===== src/design/fdec_pkg.sv =====
// Shared types and constants of the form field decoder.
package fdec_pkg;

    localparam int GROUP_SLOTS = 3;

    localparam logic [7:0] CH_AMP   = 8'h26;
    localparam logic [7:0] CH_EQ    = 8'h3D;
    localparam logic [7:0] CH_PLUS  = 8'h2B;
    localparam logic [7:0] CH_PCT   = 8'h25;
    localparam logic [7:0] CH_SPACE = 8'h20;
    localparam logic [7:0] CH_MINUS = 8'h2D;
    localparam logic [4:0] HEX_NONE = 5'd16;

    localparam logic [1:0] REG_KEY_CHARS  = 2'd0;
    localparam logic [1:0] REG_KEY_LENGTH = 2'd1;
    localparam logic [1:0] REG_OUT_LIMIT  = 2'd2;

    typedef enum logic [1:0] {
        KIND_VALUE  = 2'd0,
        KIND_FOUND  = 2'd1,
        KIND_ABSENT = 2'd2
    } t_kind;

    typedef struct packed {
        logic [63:0] key_chars;
        logic [3:0]  key_length;
        logic [7:0]  out_limit;
    } t_cfg;

    typedef struct packed {
        logic [1:0]                   count;
        t_kind [GROUP_SLOTS-1:0]      kind;
        logic [GROUP_SLOTS-1:0][7:0]  data;
    } t_group;

endpackage


===== src/design/fdec_step.sv =====
// Per-byte parse state and the combinational step that forms each result group.
module fdec_step #(
    parameter int KEY_MAX_CHARS = 8
) (
    input  logic                 i_clk,
    input  logic                 i_rst_n,
    input  logic                 i_adv,
    input  logic [7:0]           i_byte,
    input  logic                 i_eob,
    input  fdec_pkg::t_cfg       i_cfg,
    output fdec_pkg::t_group     o_group
);

    typedef enum logic [1:0] {
        PH_MATCH = 2'd0,
        PH_SKIP  = 2'd1,
        PH_VALUE = 2'd2,
        PH_DONE  = 2'd3
    } t_phase;

    t_phase      r_phase, n_phase;
    logic [3:0]  r_kpos, n_kpos;
    logic [1:0]  r_pcnt, n_pcnt;
    logic [7:0]  r_pbyte, n_pbyte;
    logic [7:0]  r_ecnt, n_ecnt;

    function automatic logic f_full(logic [7:0] cnt, logic [7:0] lim);
        return ({1'b0, cnt} + 9'd1) >= {1'b0, lim};
    endfunction

    function automatic logic [4:0] f_hex(logic [7:0] c);
        logic [4:0] h;
        h = fdec_pkg::HEX_NONE;
        if (c inside {[8'h30:8'h39]}) h = 5'(c - 8'h30);
        else if (c inside {[8'h61:8'h66]}) h = 5'(c - 8'h57);
        else if (c inside {[8'h41:8'h46]}) h = 5'(c - 8'h37);
        return h;
    endfunction

    function automatic logic [7:0] f_plain(logic [7:0] c);
        return (c == fdec_pkg::CH_PLUS) ? fdec_pkg::CH_SPACE : c;
    endfunction

    function automatic logic [7:0] f_pct(logic [7:0] a, logic [7:0] b);
        logic [4:0] ha;
        logic [4:0] hb;
        logic [7:0] v;
        ha = f_hex(a);
        hb = f_hex(b);
        v  = 8'd0;
        if (ha != fdec_pkg::HEX_NONE) begin
            v = (hb != fdec_pkg::HEX_NONE) ? {ha[3:0], hb[3:0]} : {4'h0, ha[3:0]};
        end else if (a inside {fdec_pkg::CH_SPACE, [8'h09:8'h0D], fdec_pkg::CH_PLUS}) begin
            v = (hb != fdec_pkg::HEX_NONE) ? {4'h0, hb[3:0]} : 8'd0;
        end else if (a == fdec_pkg::CH_MINUS) begin
            v = (hb != fdec_pkg::HEX_NONE) ? 8'd0 - {4'h0, hb[3:0]} : 8'd0;
        end
        return v;
    endfunction

    logic [3:0]  klen;
    logic [7:0]  key_byte;
    logic [7:0]  ec;
    logic [7:0]  ec_step;
    logic [1:0]  vn;
    logic [7:0]  v0, v1;
    logic        found, absent, term;
    logic        e0, e1;
    fdec_pkg::t_kind term_kind;

    assign klen = (i_cfg.key_length > 4'(KEY_MAX_CHARS)) ? 4'(KEY_MAX_CHARS) : i_cfg.key_length;
    assign key_byte = i_cfg.key_chars[{r_kpos[2:0], 3'b000} +: 8];

    always_comb begin
        n_phase = r_phase;
        n_kpos  = r_kpos;
        n_pcnt  = r_pcnt;
        n_pbyte = r_pbyte;
        ec      = r_ecnt;
        vn      = 2'd0;
        v0      = 8'd0;
        v1      = 8'd0;
        found   = 1'b0;
        absent  = 1'b0;
        case (r_phase)
            PH_MATCH: begin
                if (i_byte == fdec_pkg::CH_AMP) begin
                    n_kpos = 4'd0;
                end else if (r_kpos < klen) begin
                    if (i_byte == key_byte) n_kpos = r_kpos + 4'd1;
                    else n_phase = PH_SKIP;
                end else if (i_byte == fdec_pkg::CH_EQ) begin
                    n_phase = PH_VALUE;
                    ec      = 8'd0;
                    n_pcnt  = 2'd0;
                    if (f_full(8'd0, i_cfg.out_limit)) begin
                        found   = 1'b1;
                        n_phase = PH_DONE;
                    end
                end else begin
                    n_phase = PH_SKIP;
                end
            end
            PH_SKIP: begin
                if (i_byte == fdec_pkg::CH_AMP) begin
                    n_phase = PH_MATCH;
                    n_kpos  = 4'd0;
                end
            end
            PH_VALUE: begin
                if (i_byte == fdec_pkg::CH_AMP) begin
                    vn      = r_pcnt;
                    v0      = fdec_pkg::CH_PCT;
                    v1      = f_plain(r_pbyte);
                    found   = 1'b1;
                    n_phase = PH_DONE;
                    n_pcnt  = 2'd0;
                end else begin
                    case (r_pcnt)
                        2'd0: begin
                            if (i_byte == fdec_pkg::CH_PCT) begin
                                n_pcnt = 2'd1;
                            end else begin
                                vn = 2'd1;
                                v0 = f_plain(i_byte);
                            end
                        end
                        2'd1: begin
                            n_pcnt  = 2'd2;
                            n_pbyte = i_byte;
                        end
                        default: begin
                            vn     = 2'd1;
                            v0     = f_pct(r_pbyte, i_byte);
                            n_pcnt = 2'd0;
                        end
                    endcase
                end
            end
            default: begin
            end
        endcase

        ec_step = ec + 8'((vn == 2'd1) && !f_full(ec, i_cfg.out_limit));
        if (n_phase == PH_VALUE && f_full(ec_step, i_cfg.out_limit)) begin
            found   = 1'b1;
            n_phase = PH_DONE;
            n_pcnt  = 2'd0;
        end

        if (i_eob) begin
            if (n_phase == PH_VALUE) begin
                if (n_pcnt != 2'd0) begin
                    vn = n_pcnt;
                    v0 = fdec_pkg::CH_PCT;
                    v1 = f_plain(n_pbyte);
                end
                found = 1'b1;
            end else if (n_phase != PH_DONE) begin
                absent = 1'b1;
            end
        end

        e0     = (vn != 2'd0) && !f_full(ec, i_cfg.out_limit);
        e1     = (vn == 2'd2) && e0 && !f_full(ec + 8'd1, i_cfg.out_limit);
        n_ecnt = ec + 8'(e0) + 8'(e1);

        if (i_eob) begin
            n_phase = PH_MATCH;
            n_kpos  = 4'd0;
            n_pcnt  = 2'd0;
            n_ecnt  = 8'd0;
        end
    end

    assign term      = found | absent;
    assign term_kind = found ? fdec_pkg::KIND_FOUND : fdec_pkg::KIND_ABSENT;

    always_comb begin
        o_group.count = 2'(e0) + 2'(e1) + 2'(term);
        o_group.kind  = {fdec_pkg::KIND_VALUE, fdec_pkg::KIND_VALUE, fdec_pkg::KIND_VALUE};
        o_group.data  = '0;
        if (e0) begin
            o_group.data[0] = v0;
            if (e1) begin
                o_group.data[1] = v1;
                o_group.kind[2] = term_kind;
            end else begin
                o_group.kind[1] = term_kind;
            end
        end else begin
            o_group.kind[0] = term_kind;
        end
    end

    always_ff @(posedge i_clk) begin
        if (!i_rst_n) begin
            r_phase <= PH_MATCH;
            r_kpos  <= 4'd0;
            r_pcnt  <= 2'd0;
            r_ecnt  <= 8'd0;
        end else if (i_adv) begin
            r_phase <= n_phase;
            r_kpos  <= n_kpos;
            r_pcnt  <= n_pcnt;
            r_ecnt  <= n_ecnt;
        end
    end

    always_ff @(posedge i_clk) begin
        if (i_adv) begin
            r_pbyte <= n_pbyte;
        end
    end

endmodule


===== src/design/fdec_out.sv =====
// Result register that holds one group and hands it out one beat at a time.
module fdec_out (
    input  logic               i_clk,
    input  logic               i_rst_n,
    input  logic               i_load,
    input  fdec_pkg::t_group   i_group,
    output logic               o_ready,
    output logic               o_valid,
    input  logic               i_stall,
    output fdec_pkg::t_kind    o_kind,
    output logic [7:0]         o_data,
    output logic               o_last
);

    logic [1:0]                                  r_count;
    fdec_pkg::t_kind [fdec_pkg::GROUP_SLOTS-1:0] r_kind;
    logic [fdec_pkg::GROUP_SLOTS-1:0][7:0]       r_data;
    logic                                        beat;

    assign o_valid = (r_count != 2'd0);
    assign beat    = o_valid && !i_stall;
    assign o_ready = (r_count == 2'd0) || (beat && r_count == 2'd1);
    assign o_kind  = r_kind[0];
    assign o_data  = r_data[0];
    assign o_last  = (r_count == 2'd1);

    always_ff @(posedge i_clk) begin
        if (!i_rst_n) begin
            r_count <= 2'd0;
        end else if (i_load) begin
            r_count <= i_group.count;
        end else if (beat) begin
            r_count <= r_count - 2'd1;
        end
    end

    always_ff @(posedge i_clk) begin
        if (i_load) begin
            r_kind <= i_group.kind;
            r_data <= i_group.data;
        end else if (beat) begin
            r_kind[0] <= r_kind[1];
            r_kind[1] <= r_kind[2];
            r_data[0] <= r_data[1];
            r_data[1] <= r_data[2];
        end
    end

endmodule


===== src/design/form_field_url_decoder_unit.sv =====
// Top level of the form field decoder: input register, configuration and result path.
//
// Feed the form body on the input channel, one byte per beat, with
// i_end_of_body high on the final byte. A beat is taken when i_in_valid is
// high and o_in_stall is low. Results leave on the output channel, one per
// beat, taken when o_out_valid is high and i_out_stall is low: value bytes
// (kind 0) and then one done result (kind 1 found, kind 2 absent), with
// o_result_last marking the final result of each input byte.
// A byte passes an input register and then a result register that holds up
// to three results; its first result shows once the result register has
// loaded it, and the load waits until the last earlier result is taken.
// One byte is taken per cycle while each byte yields at most one result and the receiver does not stall.
// A byte yielding two or three results (such as a terminator flushing a held
// '%') keeps the result register until they are all taken, and input stalls meanwhile.
// When the receiver stalls, the result register holds and the input
// register fills, then o_in_stall rises.
// Write registers on the cfg channel only while the block is idle; it is
// always ready. Reset clears the parse state, empties both registers and
// loads key_chars 0, key_length 4 and out_limit 32.
module form_field_url_decoder_unit #(
    parameter int KEY_MAX_CHARS = 8
) (
    input  logic        i_clk,
    input  logic        i_rst_n,
    input  logic        i_in_valid,
    output logic        o_in_stall,
    input  logic [7:0]  i_in_byte,
    input  logic        i_end_of_body,
    output logic        o_out_valid,
    input  logic        i_out_stall,
    output logic [1:0]  o_kind,
    output logic [7:0]  o_out_byte,
    output logic        o_result_last,
    input  logic        i_cfg_valid,
    output logic        o_cfg_ready,
    input  logic [1:0]  i_cfg_index,
    input  logic [63:0] i_cfg_data
);

    fdec_pkg::t_cfg   r_cfg;
    logic             r_in_valid;
    logic [7:0]       r_in_byte;
    logic             r_in_eob;
    logic             grp_ready;
    logic             adv;
    fdec_pkg::t_group group;
    fdec_pkg::t_kind  out_kind;

    assign o_cfg_ready = 1'b1;
    assign adv         = r_in_valid && grp_ready;
    assign o_in_stall  = r_in_valid && !grp_ready;
    assign o_kind      = out_kind;

    always_ff @(posedge i_clk) begin
        if (!i_rst_n) begin
            r_cfg.key_chars  <= 64'd0;
            r_cfg.key_length <= 4'd4;
            r_cfg.out_limit  <= 8'd32;
        end else if (i_cfg_valid && o_cfg_ready) begin
            case (i_cfg_index)
                fdec_pkg::REG_KEY_CHARS:  r_cfg.key_chars  <= i_cfg_data;
                fdec_pkg::REG_KEY_LENGTH: r_cfg.key_length <= i_cfg_data[3:0];
                fdec_pkg::REG_OUT_LIMIT:  r_cfg.out_limit  <= i_cfg_data[7:0];
                default: begin
                end
            endcase
        end
    end

    always_ff @(posedge i_clk) begin
        if (!i_rst_n) begin
            r_in_valid <= 1'b0;
        end else if (!o_in_stall) begin
            r_in_valid <= i_in_valid;
        end
    end

    always_ff @(posedge i_clk) begin
        if (i_in_valid && !o_in_stall) begin
            r_in_byte <= i_in_byte;
            r_in_eob  <= i_end_of_body;
        end
    end

    fdec_step #(
        .KEY_MAX_CHARS(KEY_MAX_CHARS)
    ) u_step (
        .i_clk   (i_clk),
        .i_rst_n (i_rst_n),
        .i_adv   (adv),
        .i_byte  (r_in_byte),
        .i_eob   (r_in_eob),
        .i_cfg   (r_cfg),
        .o_group (group)
    );

    fdec_out u_out (
        .i_clk   (i_clk),
        .i_rst_n (i_rst_n),
        .i_load  (adv && group.count != 2'd0),
        .i_group (group),
        .o_ready (grp_ready),
        .o_valid (o_out_valid),
        .i_stall (i_out_stall),
        .o_kind  (out_kind),
        .o_data  (o_out_byte),
        .o_last  (o_result_last)
    );

    a_done_is_last: assert property (@(posedge i_clk) disable iff (!i_rst_n)
        o_out_valid && out_kind != fdec_pkg::KIND_VALUE |-> o_result_last)
        else $error("done result not last of its group");

    a_done_no_byte: assert property (@(posedge i_clk) disable iff (!i_rst_n)
        o_out_valid && out_kind != fdec_pkg::KIND_VALUE |-> o_out_byte == 8'd0)
        else $error("done result carries a byte");

    a_stall_held: assert property (@(posedge i_clk) disable iff (!i_rst_n)
        o_in_stall |-> o_out_valid)
        else $error("input stalled with result register empty");

endmodule


===== config.mk =====
export PLATFORM = sky130hd
export DESIGN_NAME = form_field_url_decoder_unit
export DESIGN_NICKNAME = d
export VERILOG_FILES = /design/src/design/fdec_pkg.sv /design/src/design/fdec_step.sv /design/src/design/fdec_out.sv /design/src/design/form_field_url_decoder_unit.sv
export SDC_FILE = /design/constraint.sdc
export NUM_CORES = 1
export LEC_CHECK = 0
export BUFFER_PORTS_ARGS = -buffer_cell sky130_fd_sc_hd__buf_2
export CORE_UTILIZATION = 60
export DETAILED_ROUTE_END_ITERATION = 8
export GPL_TIMING_DRIVEN = 0
export PLACE_DENSITY = 0.81
export SKIP_CTS_REPAIR_TIMING = 1
export SLEW_MARGIN = 25
export SYNTH_ARGS = -nofsm -noshare
export SYNTH_HDL_FRONTEND = slang
export SYNTH_SLANG_ARGS = --single-unit

===== constraint.sdc =====
create_clock -name i_clk -period 13 [get_ports i_clk]
set_clock_uncertainty 0.2 [all_clocks]
set_input_delay 0.65 -clock i_clk [delete_from_list [all_inputs] [get_ports i_clk]]
set_output_delay 0.65 -clock i_clk [all_outputs]
set_load 0.05 [all_outputs]

==> Flow_metrics.wiki, run 1 <==
{| class="wikitable"
! Metric !! Value
|-
| Final Hold Violating Endpoints || 0
|-
| Dpl cell area || 9000 µm²
|-
| Period utilisation layout || 0.825
|-
| Post-synthesis net count || 1099
|-
| Element type at the critical path end || register
|-
| Via count of the first global-routing pass || 7336
|-
| Unrepaired setup endpoints after global routing || no
|-
| CTS max path bufs || 2
|-
| Slew of the pin with the lowest slew margin || 1040 ps
|-
| Leading area contributor after synthesis || sky130_fd_sc_hd__dfxtp_1
|-
| Area of all placed cells without fillers || 9570 µm²
|-
| Effective utilization at floorplan || 0.622
|-
| Number of DRC violations after detailed-routing iteration 0 || 728
|-
| Die outline height || 120 µm
|-
| Switching pwr || 0.000296 W
|-
| Data arrival, critical path || 10770 ps
|-
| Top-area cell type share of the netlist area || 0.229
|-
| Source-to-sink clock delay at the later pin of the worst-skew pair || 430 ps
|-
| Syn Std Cell Area || 8310 µm²
|-
| Layout cells sized above 1 || 0.159
|-
| Worst-path cell with the longest stage delay || sky130_fd_sc_hd__nor4bb_1
|-
| Area grow syn2layout || 15.2%
|-
| Wire length of the first global-routing pass || 35400 µm
|-
| Worst Setup Start Kind || register
|-
| Critical setup path kind || register to register
|-
| Worst-case register-to-register setup slack || 2280 ps
|-
| Global-route congestion overflow total || 0
|-
| Run status || complete, no violations
|-
| Sinks on Clock Net || 134
|-
| Post-synthesis sequential area ratio || 0.370
|-
| Initial antenna violation count || 1
|-
| Predominant post-synthesis flop cell || sky130_fd_sc_hd__dfxtp_1
|-
| Headroom to the max-slew limit || 0.308
|-
| Maximum number of pins on one net before global-route repair || 18
|-
| Total number of yosys warnings || 0
|-
| Reg2reg end || u_out.o_data[3]$_DFFE_PP_
|-
| Instance count along the most critical hold path || 1
|-
| Detailed-route vias per instance || 5.98
|-
| Clock tree from TritonCTS || yes
|-
| Synthesized area per cell || 8.55 µm²
|-
| Maximum fanout along the worst path || 10
|-
| Internal cell power || 0.000776 W
|-
| Cell repeated most along the worst path || sky130_fd_sc_hd__ha_1
|-
| Number of different library cells in the post-synthesis netlist || 75
|-
| Number of synthesized register bits || 134
|-
| Global routing's busiest layer || met2
|-
| Met2 routing resource usage after global routing || 0.502
|-
| Core area || 13300 µm²
|-
| Aggregate global-route resource usage || 0.312
|-
| Worst reg-to-reg path cell count || 39
|-
| DRC violations left || 0
|-
| Met1 GRT Util || 0.410
|-
| Met3 demand-to-capacity share in global routing || 0.0599
|-
| Ant diodes || 0
|-
| Areal power density over the cells || 112 nW/µm²
|-
| Final count of pins violating max slew || 0
|-
| H-tree depth || 4
|-
| Top cells by instance count after synthesis || 183 x sky130_fd_sc_hd__nand2_1, 96 x sky130_fd_sc_hd__a21oi_1, 95 x sky130_fd_sc_hd__dfxtp_1
|-
| Cts bufs inserted || 17
|-
| Hold Crit Class || primary input to register
|-
| Power after layout || 0.00107 W
|-
| Cell with the most instances after synthesis || sky130_fd_sc_hd__nand2_1
|-
| Highest clock rate || 93.2 MHz
|-
| DP Wirelength || 15700 µm
|-
| Endpoints failing setup || 0
|-
| Switch share || 0.276
|-
| Power share of the combinational group || 0.137
|-
| End point of the worst hold path || r_in_byte[2]$_DFFE_PP_
|-
| Synthesized netlist cell count || 971
|-
| Input/output buffers || 92
|-
| Share of total power in sequential cells || 0.438
|-
| Routability congestion estimate || 0.942
|-
| Area contributors post-synth || sky130_fd_sc_hd__dfxtp_1 23%, sky130_fd_sc_hd__edfxtp_1 14%, sky130_fd_sc_hd__nand2_1 8.3%, sky130_fd_sc_hd__ha_1 7.2%, sky130_fd_sc_hd__a21oi_1 5.8%
|-
| Number of enable flip-flop cells after synthesis || 39
|-
| Data required, critical path || 13040 ps
|-
| Total wirelength of the detailed-routed design || 21200 µm
|-
| Critical Path Max Stage Delay || 550 ps
|-
| Post-route minimum period || 10720 ps
|-
| Total number of vias || 7608
|-
| Top-level I/O count || 94
|-
| Clk slew on worst S/H paths || 60 ps
|-
| Clock Power Share || 0.425
|-
| Width of the die || 120 µm
|-
| Master cell of the clock root buffer || sky130_fd_sc_hd__clkbuf_16
|-
| Fin Setup TNS || 0 ps
|-
| Count of max-cap constraint violations || 0
|-
| Remaining antenna violation count after routing || 0
|-
| Cell Rows || 42
|-
| Net count reported at finish || 1211
|-
| Worst voltage drop across the vdd grid || 0.0853 mV
|-
| Hold path start || i_in_byte[2]
|-
| Die area || 14300 µm²
|-
| Proportion of register bits with asynchronous set or reset after synthesis || 0
|-
| Reg2reg start || r_in_byte[4]$_DFFE_PP_
|-
| DRT Pass-1 Iters || 7
|-
| Leakage power total || 3.80 nW
|-
| Detailed-route wire length per cell || 16.7 µm
|}
## layer usage
metal	routed length, µm	part of all wire
met4	635	0.030
met5	16	0.00075
met3	1480	0.070
met2	9760	0.46
met1	9310	0.44
## worst max-delay path by stage
stage,from,to,slack [ps],cells after the start
floorplan,r_in_byte[1]$_DFFE_PP_,u_out.r_count[0]$_SDFFE_PN0P_,3950,39
global placement,u_step.r_kpos[0]$_SDFFE_PN0P_,u_out.r_count[0]$_SDFFE_PN0P_,1700,38
detailed placement,u_step.r_kpos[0]$_SDFFE_PN0P_,u_out.o_data[3]$_DFFE_PP_,2490,39
CTS,u_step.r_kpos[0]$_SDFFE_PN0P_,u_out.o_data[3]$_DFFE_PP_,2430,38
global route,u_step.r_kpos[0]$_SDFFE_PN0P_,u_out.o_data[3]$_DFFE_PP_,1510,38
finish,r_in_byte[4]$_DFFE_PP_,u_out.o_data[3]$_DFFE_PP_,2280,39
## worst max-delay path, delay by kind of cell (launching register included)
family / cells / cell delay, ps
simple gates: 15 / 3430
compound gates: 12 / 3230
fa+ha+maj: 6 / 1660
buf+inv: 4 / 1300
xor+xnor: 2 / 380
flops: 1 / 320
## per-stage QoR
stage / cells / worst slack [ps] / util / hold slack, ps
finish: 1272 / 2280 / 0.717 / 198
global route: 1272 / 1510 / 0.717 / 192
CTS: 1272 / 2430 / 0.717 / 187
detailed placement: 1240 / 2490 / 0.674 / 239
global placement: 1239 / 1700 / 0.673 / 234
floorplan: 971 / 3950 / - / 227
## layout by cell type (no fill, tap or decap), types with 10 or more instances in the layout
cell                        netlist  layout
sky130_fd_sc_hd__buf_2            1      93
sky130_fd_sc_hd__ha_1            48      48
sky130_fd_sc_hd__xnor2_1         15      15
sky130_fd_sc_hd__clkbuf_16        0      19
sky130_fd_sc_hd__dfxtp_1         95      95
sky130_fd_sc_hd__nand4_1         11      11
sky130_fd_sc_hd__o21ai_0         34      33
sky130_fd_sc_hd__mux2i_1         22      22
sky130_fd_sc_hd__nand2_1        183     183
sky130_fd_sc_hd__nor3_1          11      10
sky130_fd_sc_hd__buf_4           11      11
sky130_fd_sc_hd__clkbuf_1        52      53
sky130_fd_sc_hd__o21a_1          10      10
sky130_fd_sc_hd__mux4_2          16      16
sky130_fd_sc_hd__a22oi_1         11      11
sky130_fd_sc_hd__inv_1           33      33
sky130_fd_sc_hd__nand2b_1        10      10
sky130_fd_sc_hd__nand3_1         23      23
sky130_fd_sc_hd__nor2_1          61      61
sky130_fd_sc_hd__xor2_1          19      19
sky130_fd_sc_hd__a21oi_1         96      96
sky130_fd_sc_hd__edfxtp_1        39      39
## sequential cells by signal, summed over array words and instances, names as in the netlist
| signal | cells |
|---|---|
| u_step.r_pbyte | 8 |
| u_step.r_phase | 2 |
| u_out.r_data | 8 |
| u_step.r_ecnt | 8 |
| u_out.o_data | 8 |
| r_cfg | 76 |
| u_out.r_count | 2 |
| u_step.r_kpos | 4 |
| u_out.r_kind | 4 |
| u_step.r_pcnt | 2 |
| r_in_byte | 8 |
| r_in_eob | 1 |
| u_out.o_kind | 2 |
| r_in_valid | 1 |
## cell families after synthesis
group	share of synthesized area
AND/OR/NAND/NOR	0.209
AO/OA/AOI/OAI	0.180
flip-flops	0.370
buffers and inverters	0.0527
adder cells (fa/ha/maj)	0.0723
multiplexers	0.0794
XOR/XNOR	0.0359
other	0.000904
## power by group through the flow
stage               combinational, W  sequential [W]  clock [W]
floorplan                   0.000103        0.000474          0
global placement            0.000139        0.000478          0
detailed placement          0.000144        0.000478          0
CTS                         0.000145        0.000469   0.000459
global route                0.000160        0.000472   0.000475
finish                      0.000147        0.000469   0.000455
## area by class of cell
cell class                 instances  area (µm²)
buffer                            70         305
clock buffer                      20         479
clock inverter                    12        85.1
fill                            1088        3780
inverter                          35         133
multi-input combinational        732        4800
sequential                       134        3070
tap                              176         220
timing repair buffer              93         472
No activity file was read; power rests on OpenSTA's default activity.
==> run 2: changes to the inputs <==
--- a/config.mk
+++ b/config.mk
@@ -6,10 +6,10 @@
 export NUM_CORES = 1
 export LEC_CHECK = 0
 export BUFFER_PORTS_ARGS = -buffer_cell sky130_fd_sc_hd__buf_2
-export CORE_UTILIZATION = 60
+export CORE_UTILIZATION = 54
 export DETAILED_ROUTE_END_ITERATION = 8
 export GPL_TIMING_DRIVEN = 0
-export PLACE_DENSITY = 0.81
+export PLACE_DENSITY = 0.76
 export SKIP_CTS_REPAIR_TIMING = 1
 export SLEW_MARGIN = 25
 export SYNTH_ARGS = -nofsm -noshare
==> constraint.sdc (replaced) <==
create_clock -name i_clk -period 8.93 [get_ports i_clk]
set_clock_uncertainty 0.2 [all_clocks]
set_input_delay 0.4465 -clock i_clk [delete_from_list [all_inputs] [get_ports i_clk]]
set_output_delay 0.4465 -clock i_clk [all_outputs]
set_load 0.05 [all_outputs]
==> Flow_metrics.wiki, run 2 (synthesis gave the netlist of run 1 again) <==
{| class="wikitable"
! Metric !! Value
|-
| Run status || complete, no violations (unchanged)
|-
| Initial antenna violation count || 0 (was 1)
|-
| Hold Crit Class || primary input to register (unchanged)
|-
| Highest clock rate || 116 MHz (was 93.2 MHz)
|-
| Share of the core filled with cells || 0.679 (was 0.717)
|-
| Routability congestion estimate || 0.911 (was 0.942)
|-
| Maximum number of pins on one net before global-route repair || 18 (unchanged)
|-
| Area grow syn2layout || 20.7% (was 15.2%)
|-
| Dpl cell area || 9010 µm² (was 9000 µm²)
|-
| Leakage power total || 3.95 nW (was 3.80 nW)
|-
| Reg2reg end || u_out.o_data[4]$_DFFE_PP_ (was u_out.o_data[3]$_DFFE_PP_)
|-
| Number of fillers in the final layout || 1227 (was 1088)
|-
| Remaining antenna violation count after routing || 0 (unchanged)
|-
| Total wirelength of the detailed-routed design || 22100 µm (was 21200 µm)
|-
| Top-level I/O count || 94 (unchanged)
|-
| Critical Path Max Stage Delay || 460 ps (was 550 ps)
|-
| Aggregate global-route resource usage || 0.285 (was 0.312)
|-
| Area occupied by multi-input gates || 5000 µm² (was 4800 µm²)
|-
| Instance count along the most critical hold path || 2 (was 1)
|-
| Count of max-cap constraint violations || 0 (unchanged)
|-
| Clk slew on worst S/H paths || 60 ps (about the same)
|-
| Total number of vias || 7694 (was 7608)
|-
| Cts bufs inserted || 17 (unchanged)
|-
| End point of the worst hold path || r_in_valid$_SDFFE_PN0N_ (was r_in_byte[2]$_DFFE_PP_)
|-
| Ant diodes || 0 (unchanged)
|-
| Period utilisation layout || 0.966 (was 0.825)
|-
| Worst-path cell with the longest stage delay || sky130_fd_sc_hd__or3b_2 (was sky130_fd_sc_hd__nor4bb_1)
|-
| DRT Pass-1 Iters || 5 (was 7)
|-
| Net count reported at finish || 1237 (was 1211)
|-
| Data arrival, critical path || 8590 ps (was 10770 ps)
|-
| Hold path start || i_in_valid (was i_in_byte[2])
|-
| Final count of pins violating max slew || 0 (unchanged)
|-
| H-tree depth || 4 (unchanged)
|-
| Area of all placed cells without fillers || 10000 µm² (was 9570 µm²)
|-
| CTS max path bufs || 2 (unchanged)
|-
| Flip-flop count of the largest register, all copies and words added || 76 (unchanged)
|-
| Worst-case register-to-register setup slack || 310 ps (was 2280 ps)
|-
| Worst Setup Start Kind || register (unchanged)
|-
| Cell Rows || 44 (was 42)
|-
| Areal power density over the cells || 159 nW/µm² (was 112 nW/µm²)
|-
| Global-route congestion overflow total || 0 (unchanged)
|-
| Die outline height || 126 µm (was 120 µm)
|-
| Detailed-route wire length per cell || 16.9 µm (was 16.7 µm)
|-
| Worst voltage drop across the vdd grid || 0.147 mV (was 0.0853 mV)
|-
| Data required, critical path || 8900 ps (was 13040 ps)
|-
| DRC violations left || 0 (unchanged)
|-
| Number of DRC violations after detailed-routing iteration 0 || 556 (was 728)
|-
| Endpoints failing setup || 0 (unchanged)
|-
| Wire length of the first global-routing pass || 35500 µm (was 35400 µm)
|-
| Reg2reg start || r_cfg[11]$_SDFFE_PN0P_ (was r_in_byte[4]$_DFFE_PP_)
|-
| Fin Setup TNS || 0 ps (unchanged)
|-
| Most common cell after layout, fill and taps aside || sky130_fd_sc_hd__nand2_1 (unchanged)
|-
| Headroom to the max-slew limit || 0.376 (was 0.308)
|-
| Most flops, register || r_cfg (unchanged)
|-
| Master cell of the clock root buffer || sky130_fd_sc_hd__clkbuf_16 (unchanged)
|-
| Maximum fanout along the worst path || 7 (was 10)
|-
| Slew of the pin with the lowest slew margin || 935 ps (was 1040 ps)
|-
| Cell repeated most along the worst path || sky130_fd_sc_hd__ha_1 (unchanged)
|-
| DP Wirelength || 16000 µm (was 15700 µm)
|-
| Source-to-sink clock delay at the later pin of the worst-skew pair || 430 ps (about the same)
|-
| Most frequent cells in the layout || 181 x sky130_fd_sc_hd__nand2_1, 95 x sky130_fd_sc_hd__a21oi_1, 95 x sky130_fd_sc_hd__dfxtp_1 (was 183 x sky130_fd_sc_hd__nand2_1, 96 x sky130_fd_sc_hd__a21oi_1, 95 x sky130_fd_sc_hd__dfxtp_1)
|-
| Core area || 14800 µm² (was 13300 µm²)
|-
| Effective utilization at floorplan || 0.563 (was 0.622)
|-
| Element type at the critical path end || register (unchanged)
|-
| Via count of the first global-routing pass || 7080 (was 7336)
|-
| Sinks on Clock Net || 134 (unchanged)
|-
| Die area || 15900 µm² (was 14300 µm²)
|-
| Width of the die || 126 µm (was 120 µm)
|-
| Detailed-route vias per instance || 5.89 (was 5.98)
|-
| Final Hold Violating Endpoints || 0 (unchanged)
|-
| Input/output buffers || 92 (unchanged)
|-
| Post-route minimum period || 8620 ps (was 10720 ps)
|-
| Clock tree from TritonCTS || yes (unchanged)
|-
| Layout cells sized above 1 || 0.198 (was 0.159)
|-
| Post-route worst hold slack || 47.6 ps (was 198 ps)
|-
| Area of all sequential standard cells || 3070 µm² (unchanged)
|-
| Worst reg-to-reg path cell count || 38 (was 39)
|-
| Critical setup path kind || register to register (unchanged)
|}
==> run 2: cell count changes in the layout (fill, tap and decap cells not counted), sizes merged <==
cell | previous run | this run
buf | 111 | 131
bufinv | 0 | 1
clkbuf | 72 | 71
clkinv | 7 | 5
clkinvlp | 1 | 2
dlygate4sd3 | 0 | 9
inv | 39 | 36
nand3 | 23 | 24
==> run 2: per-stage QoR <==
stage | cells | setup WS (ps) | power, W
3_3_place_gp | 1247 | -1970 | 0.000899
6_report | 1306 | 306 | 0.00160
4_1_cts | 1280 | -1820 | 0.00159
5_1_grt | 1306 | -76.6 | 0.00166
3_5_place_dp | 1248 | -1670 | 0.000905
2_1_floorplan | 971 | 234 | 0.000839
==> run 2: worst max path at each step <==
stage	startpoint	endpoint	slack, ps
finish	r_cfg[11]$_SDFFE_PN0P_	u_out.o_data[4]$_DFFE_PP_	310
global route	r_cfg[11]$_SDFFE_PN0P_	u_out.o_data[6]$_DFFE_PP_	-80
CTS	u_step.r_kpos[0]$_SDFFE_PN0P_	u_out.o_data[5]$_DFFE_PP_	-1820
detailed placement	u_step.r_kpos[0]$_SDFFE_PN0P_	u_out.o_data[5]$_DFFE_PP_	-1670
global placement	u_step.r_kpos[0]$_SDFFE_PN0P_	u_out.r_count[0]$_SDFFE_PN0P_	-1970
floorplan	r_in_byte[1]$_DFFE_PP_	u_out.r_count[0]$_SDFFE_PN0P_	230
==> run 2: layout make-up <==
type	count	area share
clock buffers	23	0.0492
flip-flops and latches	134	0.307
repair buffers	121	0.0703
plain buffers	67	0.0297
well taps	184	0.0230
clock inverters	9	0.00886
multi-input cells	733	0.499
inverters	35	0.0137
==> run 2: where the power goes <==
part	leakage, nW	total (W)	switching, W	internal [W]
registers	1.12	0.000683	0.0000189	0.000664
logic	2.55	0.000227	0.000143	0.0000844
clock network	0.284	0.000688	0.000269	0.000419
==> run 2: critical path, delay by kind of cell, from the launching register on <==
family,cells,cell delay (ps)
flip-flops,1,400
adder cells (fa/ha/maj),7,1930
buffers and inverters,2,270
XOR/XNOR,2,300
AO/OA/AOI/OAI,14,2810
AND/OR/NAND/NOR,13,2430
==> run 2: per-layer routing <==
metal,up-vias,GRT usage,part of all wire
li1,3760,-,-
met1,3538,0.370,0.43
met2,337,0.456,0.47
met3,59,0.0616,0.074
met4,0,0.131,0.032
met5,-,0,0
